--- src/hw/rtl/sdr_pkg.sv ---
package sdr_pkg;

  localparam int DEF_CORDIC_STEPS = 16;
  localparam int DEF_TICK_BITS    = 32;

  localparam int IN_DATA_W  = 184;
  localparam int OUT_DATA_W = 72;
  localparam int CFG_W      = 16;
  localparam int CFG_N      = 8;
  localparam int CFG_IDX_W  = 3;

  localparam int POS_W  = 24;
  localparam int VEL_W  = 16;
  localparam int QUAT_W = 16;
  localparam int HEAD_W = 17;
  localparam int MOP_W  = 26;
  localparam int PROD_W = 52;
  localparam int ACC_W  = 54;
  localparam int CX_W   = 38;
  localparam int CU_W   = 34;

  localparam logic [1:0] CMD_ODOM = 2'd0;
  localparam logic [1:0] CMD_GOAL = 2'd1;
  localparam logic [1:0] CMD_TICK = 2'd2;

  localparam logic [CFG_IDX_W-1:0] CFG_SPEED_THR = 3'd0;
  localparam logic [CFG_IDX_W-1:0] CFG_STUCK     = 3'd1;
  localparam logic [CFG_IDX_W-1:0] CFG_BACKOFF   = 3'd2;
  localparam logic [CFG_IDX_W-1:0] CFG_CLIMB     = 3'd3;
  localparam logic [CFG_IDX_W-1:0] CFG_COOLDOWN  = 3'd4;
  localparam logic [CFG_IDX_W-1:0] CFG_REACH     = 3'd5;
  localparam logic [CFG_IDX_W-1:0] CFG_TIMEOUT   = 3'd6;
  localparam logic [CFG_IDX_W-1:0] CFG_SETTLE    = 3'd7;

  localparam logic [CFG_N-1:0][CFG_W-1:0] CFG_RESET = {
    16'd20, 16'd300, 16'd1500, 16'd80, 16'd500, 16'd1200, 16'd25, 16'd120
  };

  localparam logic signed [CU_W-1:0] CORDIC_GAIN_Q30 = 34'sd652032875;
  localparam logic signed [CX_W-1:0] ONE_Q28         = 38'sd268435456;
  localparam logic signed [HEAD_W-1:0] ONE_Q14       = 17'sd16384;

  localparam logic [3:0] SEL_QYY = 4'd0;
  localparam logic [3:0] SEL_QZZ = 4'd1;
  localparam logic [3:0] SEL_QWZ = 4'd2;
  localparam logic [3:0] SEL_QXY = 4'd3;
  localparam logic [3:0] SEL_VXX = 4'd4;
  localparam logic [3:0] SEL_VYY = 4'd5;
  localparam logic [3:0] SEL_VZZ = 4'd6;
  localparam logic [3:0] SEL_THR = 4'd7;
  localparam logic [3:0] SEL_DXX = 4'd8;
  localparam logic [3:0] SEL_DYY = 4'd9;
  localparam logic [3:0] SEL_DZZ = 4'd10;
  localparam logic [3:0] SEL_RR  = 4'd11;
  localparam logic [3:0] SEL_BDC = 4'd12;
  localparam logic [3:0] SEL_BDS = 4'd13;

  typedef enum logic [3:0] {
    OP_NONE, OP_MUL, OP_MAC, OP_SAVE_A, OP_CINIT, OP_CSTEP, OP_CFIN, OP_GOAL,
    OP_TICK, OP_SLOW, OP_REACH, OP_DECIDE, OP_TX, OP_TY, OP_STUCK, OP_EMIT
  } sdr_op_e;

  typedef struct packed {
    sdr_op_e    op;
    logic [3:0] sel;
    logic       clr;
    logic       load;
  } sdr_cmd_t;

  typedef struct packed {
    logic [1:0] command;
    logic       odom_seen;
    logic       cordic_last;
    logic       stuck_now;
    logic       out_free;
  } sdr_stat_t;

endpackage

--- src/hw/rtl/sdr_ctrl.sv ---
module sdr_ctrl import sdr_pkg::*; (
  input  logic      clk_i,
  input  logic      rst_ni,
  input  logic      s_axis_tvalid_i,
  output logic      s_axis_tready_o,
  input  sdr_stat_t stat_i,
  output sdr_cmd_t  cmd_o
);

  localparam logic [4:0] ST_IDLE     = 5'd0;
  localparam logic [4:0] ST_DISPATCH = 5'd1;
  localparam logic [4:0] ST_MUL      = 5'd2;
  localparam logic [4:0] ST_MAC      = 5'd3;
  localparam logic [4:0] ST_SAVE_A   = 5'd4;
  localparam logic [4:0] ST_CINIT    = 5'd5;
  localparam logic [4:0] ST_CSTEP    = 5'd6;
  localparam logic [4:0] ST_CFIN     = 5'd7;
  localparam logic [4:0] ST_GOAL     = 5'd8;
  localparam logic [4:0] ST_TICK     = 5'd9;
  localparam logic [4:0] ST_SLOW     = 5'd10;
  localparam logic [4:0] ST_REACH    = 5'd11;
  localparam logic [4:0] ST_DECIDE   = 5'd12;
  localparam logic [4:0] ST_TX       = 5'd13;
  localparam logic [4:0] ST_TY       = 5'd14;
  localparam logic [4:0] ST_STUCK    = 5'd15;
  localparam logic [4:0] ST_EMIT     = 5'd16;

  logic [4:0] state_q, state_d;
  logic [3:0] sel_q, sel_d;

  assign s_axis_tready_o = (state_q == ST_IDLE);

  always_comb begin
    state_d    = state_q;
    sel_d      = sel_q;
    cmd_o.op   = OP_NONE;
    cmd_o.sel  = sel_q;
    cmd_o.clr  = 1'b0;
    cmd_o.load = 1'b0;
    unique case (state_q)
      ST_IDLE: begin
        if (s_axis_tvalid_i) begin
          cmd_o.load = 1'b1;
          state_d    = ST_DISPATCH;
        end
      end
      ST_DISPATCH: begin
        priority case (stat_i.command)
          CMD_ODOM: begin
            sel_d   = SEL_QYY;
            state_d = ST_MUL;
          end
          CMD_GOAL: state_d = ST_GOAL;
          CMD_TICK: state_d = ST_TICK;
          default:  state_d = ST_IDLE;
        endcase
      end
      ST_MUL: begin
        cmd_o.op = OP_MUL;
        priority case (sel_q)
          SEL_THR: state_d = ST_SLOW;
          SEL_RR:  state_d = ST_REACH;
          SEL_BDC: state_d = ST_TX;
          SEL_BDS: state_d = ST_TY;
          default: state_d = ST_MAC;
        endcase
      end
      ST_MAC: begin
        cmd_o.op  = OP_MAC;
        cmd_o.clr = (sel_q == SEL_QYY) || (sel_q == SEL_QWZ) ||
                    (sel_q == SEL_VXX) || (sel_q == SEL_DXX);
        priority case (sel_q)
          SEL_QZZ: state_d = ST_SAVE_A;
          SEL_QXY: state_d = ST_CINIT;
          default: begin
            sel_d   = sel_q + 4'd1;
            state_d = ST_MUL;
          end
        endcase
      end
      ST_SAVE_A: begin
        cmd_o.op = OP_SAVE_A;
        sel_d    = SEL_QWZ;
        state_d  = ST_MUL;
      end
      ST_CINIT: begin
        cmd_o.op = OP_CINIT;
        state_d  = ST_CSTEP;
      end
      ST_CSTEP: begin
        cmd_o.op = OP_CSTEP;
        if (stat_i.cordic_last) begin
          state_d = ST_CFIN;
        end
      end
      ST_CFIN: begin
        cmd_o.op = OP_CFIN;
        state_d  = ST_IDLE;
      end
      ST_GOAL: begin
        cmd_o.op = OP_GOAL;
        state_d  = ST_IDLE;
      end
      ST_TICK: begin
        cmd_o.op = OP_TICK;
        if (stat_i.odom_seen) begin
          sel_d   = SEL_VXX;
          state_d = ST_MUL;
        end else begin
          state_d = ST_IDLE;
        end
      end
      ST_SLOW: begin
        cmd_o.op = OP_SLOW;
        sel_d    = SEL_DXX;
        state_d  = ST_MUL;
      end
      ST_REACH: begin
        cmd_o.op = OP_REACH;
        state_d  = ST_DECIDE;
      end
      ST_DECIDE: begin
        cmd_o.op = OP_DECIDE;
        if (stat_i.stuck_now) begin
          sel_d   = SEL_BDC;
          state_d = ST_MUL;
        end else begin
          state_d = ST_EMIT;
        end
      end
      ST_TX: begin
        cmd_o.op = OP_TX;
        sel_d    = SEL_BDS;
        state_d  = ST_MUL;
      end
      ST_TY: begin
        cmd_o.op = OP_TY;
        state_d  = ST_STUCK;
      end
      ST_STUCK: begin
        cmd_o.op = OP_STUCK;
        state_d  = ST_EMIT;
      end
      ST_EMIT: begin
        if (stat_i.out_free) begin
          cmd_o.op = OP_EMIT;
          state_d  = ST_IDLE;
        end
      end
      default: state_d = ST_IDLE;
    endcase
  end

  always_ff @(posedge clk_i or negedge rst_ni) begin
    if (!rst_ni) begin
      state_q <= ST_IDLE;
      sel_q   <= SEL_QYY;
    end else begin
      state_q <= state_d;
      sel_q   <= sel_d;
    end
  end

endmodule

--- config.mk ---
export PLATFORM = sky130hd
export DESIGN_NAME = sdr_ctrl
export DESIGN_NICKNAME = d
export VERILOG_FILES = /design/src/hw/rtl/sdr_pkg.sv /design/src/hw/rtl/sdr_ctrl.sv
export SDC_FILE = /design/constraint.sdc
export NUM_CORES = 1
export LEC_CHECK = 0
export BUFFER_PORTS_ARGS = -buffer_cell sky130_fd_sc_hd__buf_2
export CAP_MARGIN = 40
export CORE_MARGIN = 4
export CORE_UTILIZATION = 40
export DETAILED_ROUTE_END_ITERATION = 6
export MAX_ROUTING_LAYER = met4
export SLEW_MARGIN = 20
export SYNTH_ARGS = -nofsm -noshare
export SYNTH_HDL_FRONTEND = slang
export SYNTH_SLANG_ARGS = --single-unit
export TNS_END_PERCENT = 20
--- constraint.sdc ---
create_clock -name clk_i -period 4.2 [get_ports clk_i]
set_input_delay 0.84 -clock clk_i [delete_from_list [all_inputs] [get_ports clk_i]]
set_output_delay 0.84 -clock clk_i [all_outputs]
set_load 0.005 [all_outputs]
==> results of run 1 <==
-- cell usage after synthesis (all sizes together), types with 2 or more instances --
| library cell | count |
|---|---|
| nor4b | 2 |
| o31ai | 2 |
| and3 | 2 |
| buf | 8 |
| inv | 9 |
| nand2b | 6 |
| a21oi | 6 |
| o2111ai | 2 |
| ha | 6 |
| clkbuf | 4 |
| a41oi | 2 |
| o41ai | 2 |
| nand2 | 13 |
| nor2 | 9 |
| dfrtp | 9 |
| nor3 | 8 |
| a21boi | 2 |
| o211ai | 4 |
| nand3 | 2 |
| o32a | 2 |
| o21ai | 13 |
| a32oi | 2 |
-- metrics by stage --
step	total power [mW]	hold slack, ps	util, %	area [sq um]
global placement	0.785	583	45.3	1130
CTS	0.858	414	46.4	1160
finish	0.857	414	46.4	1160
global route	0.949	417	46.4	1160
detailed placement	0.786	592	45.3	1130
floorplan	0.648	544	-	1060
-- worst paths after layout --
| path | startpoint | endpoint | slack (ps) | cells after the start |
|---|---|---|---|---|
| worst min register to register | sel_q[1] | sel_q[1] | 610 | 2 |
| worst min-delay path | rst_ni | sel_q[3] | 410 | 1 |
| worst max-delay path | state_q[3] | cmd_o[6] | 1470 | 4 |
| worst max register to register | sel_q[0] | sel_q[0] | 2190 | 5 |
| max in group asynchronous | rst_ni | state_q[2] | 3590 | 1 |
| min in group clk_i | sel_q[1] | sel_q[1] | 610 | 2 |
-- area by class of cell --
cell class / count / area share (%)
well taps: 30 / 3.24
multi-input cells: 106 / 64.0
inverters: 9 / 2.91
flip-flops and latches: 9 / 19.4
clock buffers: 4 / 2.27
repair buffers: 19 / 8.20
-- layer usage --
metal | up-vias | track usage, %
li1 | 525 | -
met1 | 505 | 23.8
met2 | 34 | 25.7
met3 | 6 | 4.58
met4 | 0 | 6.80
met5 | - | -
-- sequential cells by signal, indices dropped and copies added (netlist names) --
register  cells
sel_q         4
state_q       5
-- worst reg2reg max path: stages (launching register included) --
cell      delay [ps]
dfrtp_1          440
ha_1             300
or2_1            270
a41oi_1          300
o211ai_2         270
o41ai_2          340
-- power by group --
group	total (mW)	leakage, nW	internal [mW]	switching (mW)
Clock	0.0685	0.0150	0.0367	0.0318
Sequential	0.248	0.121	0.121	0.127
Combinational	0.540	0.371	0.238	0.302
Total	0.857	0.506	0.396	0.461
-- logic make-up (layout without fill, tap and decap cells) --
logic type	after synthesis	count (layout)	synth area share (%)
AOI/OAI and AO/OA	45	45	32.1
xor gates and xnor gates	1	1	0.827
adders and majority gates	6	6	7.08
buffers and inverters	21	32	8.74
DFF	9	9	21.3
muxes	1	1	0.945
and+or+nand+nor	53	53	29.0
==> results.sh, run 1 <==
export IMPL_setup_viol=0
export IMPL_clk_latency_ps=270
export IMPL_clock_sinks=9
export IMPL_drive_gt1_share_pct=22.4
export IMPL_grt_pass1_vias=987
export IMPL_synthCells=136
export IMPL_gp_congestion=0.882
export IMPL_maxUsedRoutingLayer="met4"
export IMPL_ir_worst_vdd_v=0.000368
export IMPL_drt_iter0_drc=37
export IMPL_crit_buf_inv=1
export IMPL_cts_tree="done"
export IMPL_syn_area_sq_um=1060
export IMPL_fp_dieH_microns=59.5
export IMPL_ys_warnings_count=0
export IMPL_slew_violations=0
export IMPL_maxCapViolCount=0
export IMPL_worstPathMaxFanout=20
export IMPL_synth_flop_cell="dfrtp_1"
export IMPL_grt_max_degree=22
export IMPL_instances_no_fill=177
export IMPL_met2_wirelength_microns=1290
export IMPL_grt_setup_unrepaired="no"
export IMPL_path_cells="nor2_1 > a21boi_0 > a311oi_1 > buf_2"
export IMPL_path_clk_slew_ps=60
export IMPL_fin_crit_sh_pct=65.1
export IMPL_wire_per_inst_microns=15.4
export IMPL_finalSetupTns_ps=0
export IMPL_slowest_stage="dfrtp_1"
export IMPL_post_place_ws_ps=1770
export IMPL_ant_nets=0
export IMPL_post_dp_hpwl_microns=2020
export IMPL_p_per_area_nw_per_um2=739
export IMPL_num_vias=1070
export IMPL_synthArstFlopShare_pct=100
export IMPL_final_cell_mix="19 x buf_2, 12 x nand2_1, 9 x nor2_1, 9 x o21ai_0, 9 x dfrtp_1"
export IMPL_synth_area_leader_cell="dfrtp_1"
export IMPL_grt_overflow=0
export IMPL_cts_hold_buffers=0
export IMPL_core_sq_um=2500
export IMPL_final_common_cell="buf_2"
export IMPL_drc=0
export IMPL_met1_length_microns=1200
export IMPL_syn_to_final_growth_pct=9.44
export IMPL_die_w_microns=59.5
export IMPL_max_stage_delay_ps=600
export IMPL_antennaDiodeCount=0
export IMPL_fillers=261
export IMPL_skew_ps=7.67
export IMPL_relSlewSlack_pct=58.6
export IMPL_hold_violations=0
export IMPL_routed_wl_microns=2730
export IMPL_cts_root_buf="clkbuf_4"
export IMPL_syn_avg_cell_area_sq_um=7.79
export IMPL_syn_nets=151
export IMPL_io_buffers=19
export IMPL_die_area_sq_um=3540
export IMPL_yosysTopAreaCellShare_pct=21.3
export IMPL_cts_resized=0
export IMPL_met3_wirelength_microns=192
export IMPL_rows=18
export IMPL_io_pin_count=20
export IMPL_end_kind="primary output"
export IMPL_status="complete, no violations"
export IMPL_arrival_ps=1890
export IMPL_final_nets=163
export IMPL_dpl_cell_count=173
export IMPL_netlist_top_cells_area="dfrtp_1 21%, ha_1 7.1%, o21ai_0 4.3%, nand2_1 4.3%, nand2b_1 3.5%"
export IMPL_initial_core_util_pct=42.4
export IMPL_required_ps=3360
export IMPL_yosysUniqueCellTypes=51
export IMPL_cts_made_buffers=3
export IMPL_fin_crit_ps=2730
export IMPL_viasPerCell=6.05
export IMPL_path_delay_family="flip-flops"
export IMPL_postCtsSetupRepairBufs=0
export IMPL_grt_use_total_pct=17.9
export IMPL_clock_path_buffers=2
export IMPL_synth_edf_count=0
export IMPL_ff_latch_area_sq_um=225
export IMPL_multiInputGateArea_sq_um=742
export IMPL_drt_pass1_iter_count=4
export IMPL_ys_ff_latch=9
export IMPL_htree_levels=1
export IMPL_yosysSeqAreaShare_pct=21.3
export IMPL_crit_type="flip-flop to primary output"
export IMPL_fmax_ghz=0.366
export IMPL_worst_slew_pin_slew_ps=621
export IMPL_grt_pass1_wl_microns=4710
export IMPL_antenna_found_initial=0
export IMPL_critPathLaunchType="flip-flop"
export IMPL_cellLeakagePower_nw=0.506
export IMPL_setup_slack_ps=1470
export IMPL_hold_class="primary input to async pin"
Power figures use the tool's default switching activity.
==> run 2, diff against run 1 <==
--- a/config.mk
+++ b/config.mk
@@ -5,6 +5,7 @@
 export SDC_FILE = /design/constraint.sdc
 export NUM_CORES = 1
 export LEC_CHECK = 0
+export ABC_AREA = 1
 export BUFFER_PORTS_ARGS = -buffer_cell sky130_fd_sc_hd__buf_2
 export CAP_MARGIN = 40
 export CORE_MARGIN = 4
==> constraint.sdc (replaced) <==
create_clock -name clk_i -period 2.5 [get_ports clk_i]
set_input_delay 0.5 -clock clk_i [delete_from_list [all_inputs] [get_ports clk_i]]
set_output_delay 0.5 -clock clk_i [all_outputs]
set_load 0.005 [all_outputs]
==> results.sh, run 2 <==
export IMPL_fin_crit_sh_pct=89.1
export IMPL_synth_most_common_cell="nand2_1"
export IMPL_final_cell_mix="54 x nand2_1, 29 x nor2_1, 27 x inv_1"
export IMPL_io_pin_count=20
export IMPL_worstReg2RegEnd="state_q[0]"
export IMPL_syn_to_final_growth_pct=14.2
export IMPL_worstPathMaxFanout=10
export IMPL_synth_flop_cell="dfrtp_1"
export IMPL_drt_iter0_drc=55
export IMPL_final_nets=215
export IMPL_instances_no_fill=229
export IMPL_netlist_top_cells_area="dfrtp_1 22%, nand2_1 19%, nor2_1 10%, inv_1 9.7%, ha_1 7.2%"
export IMPL_multiInputGateArea_sq_um=687
export IMPL_final_common_cell="nand2_1"
export IMPL_fin_crit_ps=2230
export IMPL_synthArstFlopShare_pct=100
export IMPL_yosysUniqueCellTypes=21
export IMPL_reg2reg_setup_slack_ps=880
export IMPL_grt_setup_unrepaired="no"
export IMPL_fillers=269
export IMPL_gp_congestion=0.927
export IMPL_htree_levels=1
export IMPL_largest_register="state_q"
export IMPL_viasPerCell=5.08
export IMPL_ir_worst_vdd_v=0.000780
export IMPL_setup_viol=0
export IMPL_r2r_start="sel_q[0]"
export IMPL_grt_overflow=0
export IMPL_die_w_microns=59.0
export IMPL_swShare_pct=55.0
export IMPL_initial_core_util_pct=42.0
export IMPL_yosysSeqAreaShare_pct=21.7
export IMPL_p_sw_uw=705
export IMPL_crit_start="state_q[4]"
export IMPL_finalSetupTns_ps=0
export IMPL_worst_slew_pin_slew_ps=275
export IMPL_num_vias=1163
export IMPL_fmax_ghz=0.449
export IMPL_cellLeakagePower_nw=0.717
export IMPL_die_area_sq_um=3480
export IMPL_cts_root_buf="clkbuf_4"
export IMPL_slew_violations=0
export IMPL_cts_tree="done"
export IMPL_synth_area_leader_cell="dfrtp_1"
export IMPL_post_route_util_pct=47.9
export IMPL_io_buffers=19
export IMPL_maxCapViolCount=0
export IMPL_yosysTopAreaCellShare_pct=21.7
export IMPL_relSlewSlack_pct=81.5
export IMPL_cts_made_buffers=3
export IMPL_grt_pass1_vias=1043
export IMPL_routed_wl_microns=2720
export IMPL_synth_commonest_cells="54 x nand2_1, 29 x nor2_1, 27 x inv_1"
export IMPL_postCtsSetupRepairBufs=0
export IMPL_antennaDiodeCount=0
export IMPL_hold_class="primary input to async pin"
export IMPL_syn_avg_cell_area_sq_um=5.87
export IMPL_status="complete, no violations"
export IMPL_ys_warnings_count=0
export IMPL_hold_violations=0
export IMPL_cts_hold_buffers=0
export IMPL_grt_max_degree=11
export IMPL_power_frac_comb_pct=67.9
export IMPL_clock_sinks=9
export IMPL_grt_use_total_pct=17.9
export IMPL_clk_latency_ps=260
export IMPL_post_dp_hpwl_microns=2270
export IMPL_required_ps=2000
export IMPL_critPathCapture="cmd_o[9]"
export IMPL_clock_path_buffers=2
export IMPL_p_total_mw=1.28
export IMPL_skew_ps=2.00
export IMPL_synthCells=177
export IMPL_end_kind="primary output"
export IMPL_antenna_found_initial=0
export IMPL_crit_type="flip-flop to primary output"
export IMPL_synth_edf_count=0
export IMPL_pwr_share_seq_pct=23.2
export IMPL_grt_pass1_wl_microns=4620
export IMPL_wire_per_inst_microns=11.9
export IMPL_cts_resized=0
export IMPL_path_clk_slew_ps=60
export IMPL_ff_latch_area_sq_um=225
export IMPL_largest_reg_flops=5
export IMPL_clockPowerShare_pct=8.8
export IMPL_fp_dieH_microns=59.0
export IMPL_ys_ff_latch=9
export IMPL_critPathLaunchType="flip-flop"
export IMPL_core_sq_um=2480
export IMPL_drive_gt1_share_pct=19.1
export IMPL_ant_nets=0
export IMPL_syn_nets=192
export IMPL_drc=0
export IMPL_syn_area_sq_um=1040
export IMPL_dpl_cell_count=225
export IMPL_rows=18
export IMPL_p_int_uw=576
export IMPL_drt_pass1_iter_count=4
export IMPL_worst_r2r_cell_count=7
export IMPL_largest_registers="state_q x5, sel_q x4"
export IMPL_arrival_ps=1730
export IMPL_p_per_area_nw_per_um2=1080
run 2: cell types whose count changed after synthesis, sizes merged, moves of 7 or more:
cell,change
nand3,+16
o21ai,-9
nand2,+44
buf,-7
inv,+22
nor2,+26
run 2: how the worst min path moves through the flow:
stage / from / slack (ps) / cells past startpoint / endpoint
global placement: rst_ni / 360 / 1 / state_q[3]
finish: rst_ni / 80 / 1 / state_q[1]
global route: rst_ni / 70 / 1 / state_q[1]
floorplan: rst_ni / 200 / 0 / sel_q[0]
detailed placement: rst_ni / 360 / 1 / state_q[3]
CTS: rst_ni / 80 / 1 / state_q[3]
run 2: final cells by class:
type / instances / area share, %
clock buffers: 4 / 2.21
well taps: 30 / 3.16
multi-input cells: 136 / 57.9
inverters: 31 / 9.80
repair buffers: 19 / 8.01
flip-flops and latches: 9 / 19.0
run 2: power groups by stage:
stage / registers [mW] / logic (mW) / clock network, mW
6_report: 0.298 / 0.870 / 0.113
3_5_place_dp: 0.296 / 0.873 / 0
5_1_grt: 0.308 / 0.989 / 0.129
2_1_floorplan: 0.268 / 0.663 / 0
4_1_cts: 0.295 / 0.878 / 0.115
3_3_place_gp: 0.295 / 0.884 / 0
run 2: kinds of logic after synthesis:
group | count (synthesis) | synth area share [%]
compound gates | 10 | 6.26
fa+ha+maj | 6 | 7.22
buf+inv | 32 | 12.3
flops | 9 | 21.7
simple gates | 120 | 52.6
run 2: critical path, stage by stage (launching register included):
cell	delay, ps
dfrtp_1	420
inv_2	180
nand3_1	140
nor2_1	220
nand2_1	150
nand2_1	100
nor2_1	50
o211ai_1	70
buf_2	140
run 2: through the flow:
step	area, sq um	hold slack (ps)	worst slack, ps
after floorplan	1040	204	943
after global placement	1160	356	594
after detailed placement	1160	359	572
after CTS	1190	80.7	283
after global routing	1190	72.6	141
final	1190	76.7	273
run 2: metal layers:
layer	part of all wire [%]	global-route usage, %	vias up
met2	49	30.0	46
met3	6.6	3.27	2
met4	0.52	3.24	0
met5	0	-	-
li1	-	-	604
met1	44	22.6	511
==> run 3, diff against run 2 <==
--- a/config.mk
+++ b/config.mk
@@ -8,10 +8,12 @@
 export ABC_AREA = 1
 export BUFFER_PORTS_ARGS = -buffer_cell sky130_fd_sc_hd__buf_2
 export CAP_MARGIN = 40
+export CORE_ASPECT_RATIO = 1.2
 export CORE_MARGIN = 4
 export CORE_UTILIZATION = 40
 export DETAILED_ROUTE_END_ITERATION = 6
 export MAX_ROUTING_LAYER = met4
+export REMOVE_ABC_BUFFERS = 1
 export SLEW_MARGIN = 20
 export SYNTH_ARGS = -nofsm -noshare
 export SYNTH_HDL_FRONTEND = slang
==> results.sh, run 3 (synthesis gave the netlist of run 2 again) <==
export IMPL_grt_overflow=0
export IMPL_fillers=290
export IMPL_cts_made_buffers=3
export IMPL_end_kind="primary output"
export IMPL_arrival_ps=1670
export IMPL_met3_wirelength_microns=97
export IMPL_postCtsSetupRepairBufs=0
export IMPL_rows=20
export IMPL_worstPathMaxFanout=10
export IMPL_final_common_cell="nand2_1"
export IMPL_grt_pass1_vias=1175
export IMPL_cts_resized=0
export IMPL_post_route_util_pct=47.7
export IMPL_fmax_ghz=0.461
export IMPL_finalSetupTns_ps=0
export IMPL_viasPerCell=4.99
export IMPL_die_area_sq_um=3480
export IMPL_wire_per_inst_microns=12.1
export IMPL_worst_slew_pin_slew_ps=278
export IMPL_cts_tree="done"
export IMPL_path_clk_slew_ps=70
export IMPL_met2_wirelength_microns=1450
export IMPL_num_vias=1157
export IMPL_setup_viol=0
export IMPL_syn_to_final_growth_pct=14.7
export IMPL_drt_pass1_iter_count=4
export IMPL_setup_slack_ps=330
export IMPL_htree_levels=1
export IMPL_antenna_found_initial=0
export IMPL_clock_path_buffers=2
export IMPL_ant_nets=0
export IMPL_grt_max_degree=11
export IMPL_post_dp_hpwl_microns=2350
export IMPL_grt_pass1_wl_microns=4830
export IMPL_fin_crit_ps=2170
export IMPL_largest_register="state_q"
export IMPL_cts_root_buf="clkbuf_4"
export IMPL_die_w_microns=54.5
export IMPL_grt_use_total_pct=18.9
export IMPL_final_cell_mix="54 x nand2_1, 29 x nor2_1, 27 x inv_1"
export IMPL_fp_dieH_microns=63.9
export IMPL_grt_setup_unrepaired="no"
export IMPL_crit_type="flip-flop to primary output"
export IMPL_largest_registers="state_q x5, sel_q x4"
export IMPL_relSlewSlack_pct=81.3
export IMPL_maxUsedRoutingLayer="met4"
export IMPL_largest_reg_flops=5
export IMPL_drt_iter0_drc=38
export IMPL_drive_gt1_share_pct=19.6
export IMPL_hold_violations=0
export IMPL_maxCapViolCount=0
export IMPL_slew_violations=0
export IMPL_critPathLaunchType="flip-flop"
export IMPL_hold_class="primary input to async pin"
export IMPL_routed_wl_microns=2820
export IMPL_p_per_area_nw_per_um2=1080
export IMPL_final_nets=215
export IMPL_required_ps=2000
export IMPL_antennaDiodeCount=0
export IMPL_core_sq_um=2500
export IMPL_skew_ps=15.7
export IMPL_clock_sinks=9
export IMPL_post_place_ws_ps=620
export IMPL_io_buffers=19
export IMPL_initial_core_util_pct=41.5
export IMPL_cellLeakagePower_nw=0.720
export IMPL_fin_crit_sh_pct=86.8
export IMPL_cts_hold_buffers=0
export IMPL_drc=0
export IMPL_ir_worst_vdd_v=0.000515
export IMPL_gp_congestion=0.914
export IMPL_clk_latency_ps=270
export IMPL_met1_length_microns=1200
export IMPL_status="complete, no violations"
export IMPL_io_pin_count=20
[run 3: cell count changes in the layout (fill, tap and decap cells not counted)]
cell and change:
clkbuf_1 -1, clkinv_2 +1
[run 3: through the flow]
step           std cells  hold WS [ps]  area (sq um)  power (mW)
4_1_cts              232          70.9          1190        1.30
3_3_place_gp         228           360          1160        1.17
6_report             232          62.6          1190        1.29
2_1_floorplan        176           204          1030       0.913
5_1_grt              232          63.9          1190        1.45
3_5_place_dp         228           364          1160        1.18
[run 3: layout make-up]
type	instances	area, sq um	share of cell area [%]
multi-input combinational	136	687	57.6
inverter	31	116	9.76
clock inverter	1	5.00	0.420
sequential	9	225	18.9
timing repair buffer	19	95.1	7.97
tap	33	41.3	3.46
clock buffer	3	22.5	1.89
[run 3: path summary, 6_finish.rpt]
check                           start    endpoint  slack, ps  depth (start not counted)
setup / recovery           state_q[4]    cmd_o[9]        330                          8
setup reg to reg             sel_q[0]  state_q[3]        870                          6
hold / removal                 rst_ni    sel_q[3]         60                          1
max in group asynchronous      rst_ni  state_q[3]       2250                          1
min in group clk_i          stat_i[2]  state_q[0]        570                          5
hold reg to reg              sel_q[3]    sel_q[3]        610                          2
[run 3: per-layer routing]
metal  global-route usage, %  up-vias
met5                       -        -
met4                    6.85        0
met3                    2.10        6
met2                    32.0       36
met1                    22.1      515
li1                        -      600
[run 3: power breakdown]
part	internal, mW	leakage (nW)	switching [mW]
Sequential	0.199	0.121	0.0947
Clock	0.0590	0.0177	0.0555
Combinational	0.315	0.581	0.570
Total	0.573	0.720	0.720
[run 3: worst max-delay path, cell delays in order (launching register included)]
cell	delay, ps
dfrtp_1	420
inv_2	170
nand3_1	140
nor2_1	180
nand2_1	140
nand2_1	100
nor2_1	50
o211ai_1	70
buf_2	140
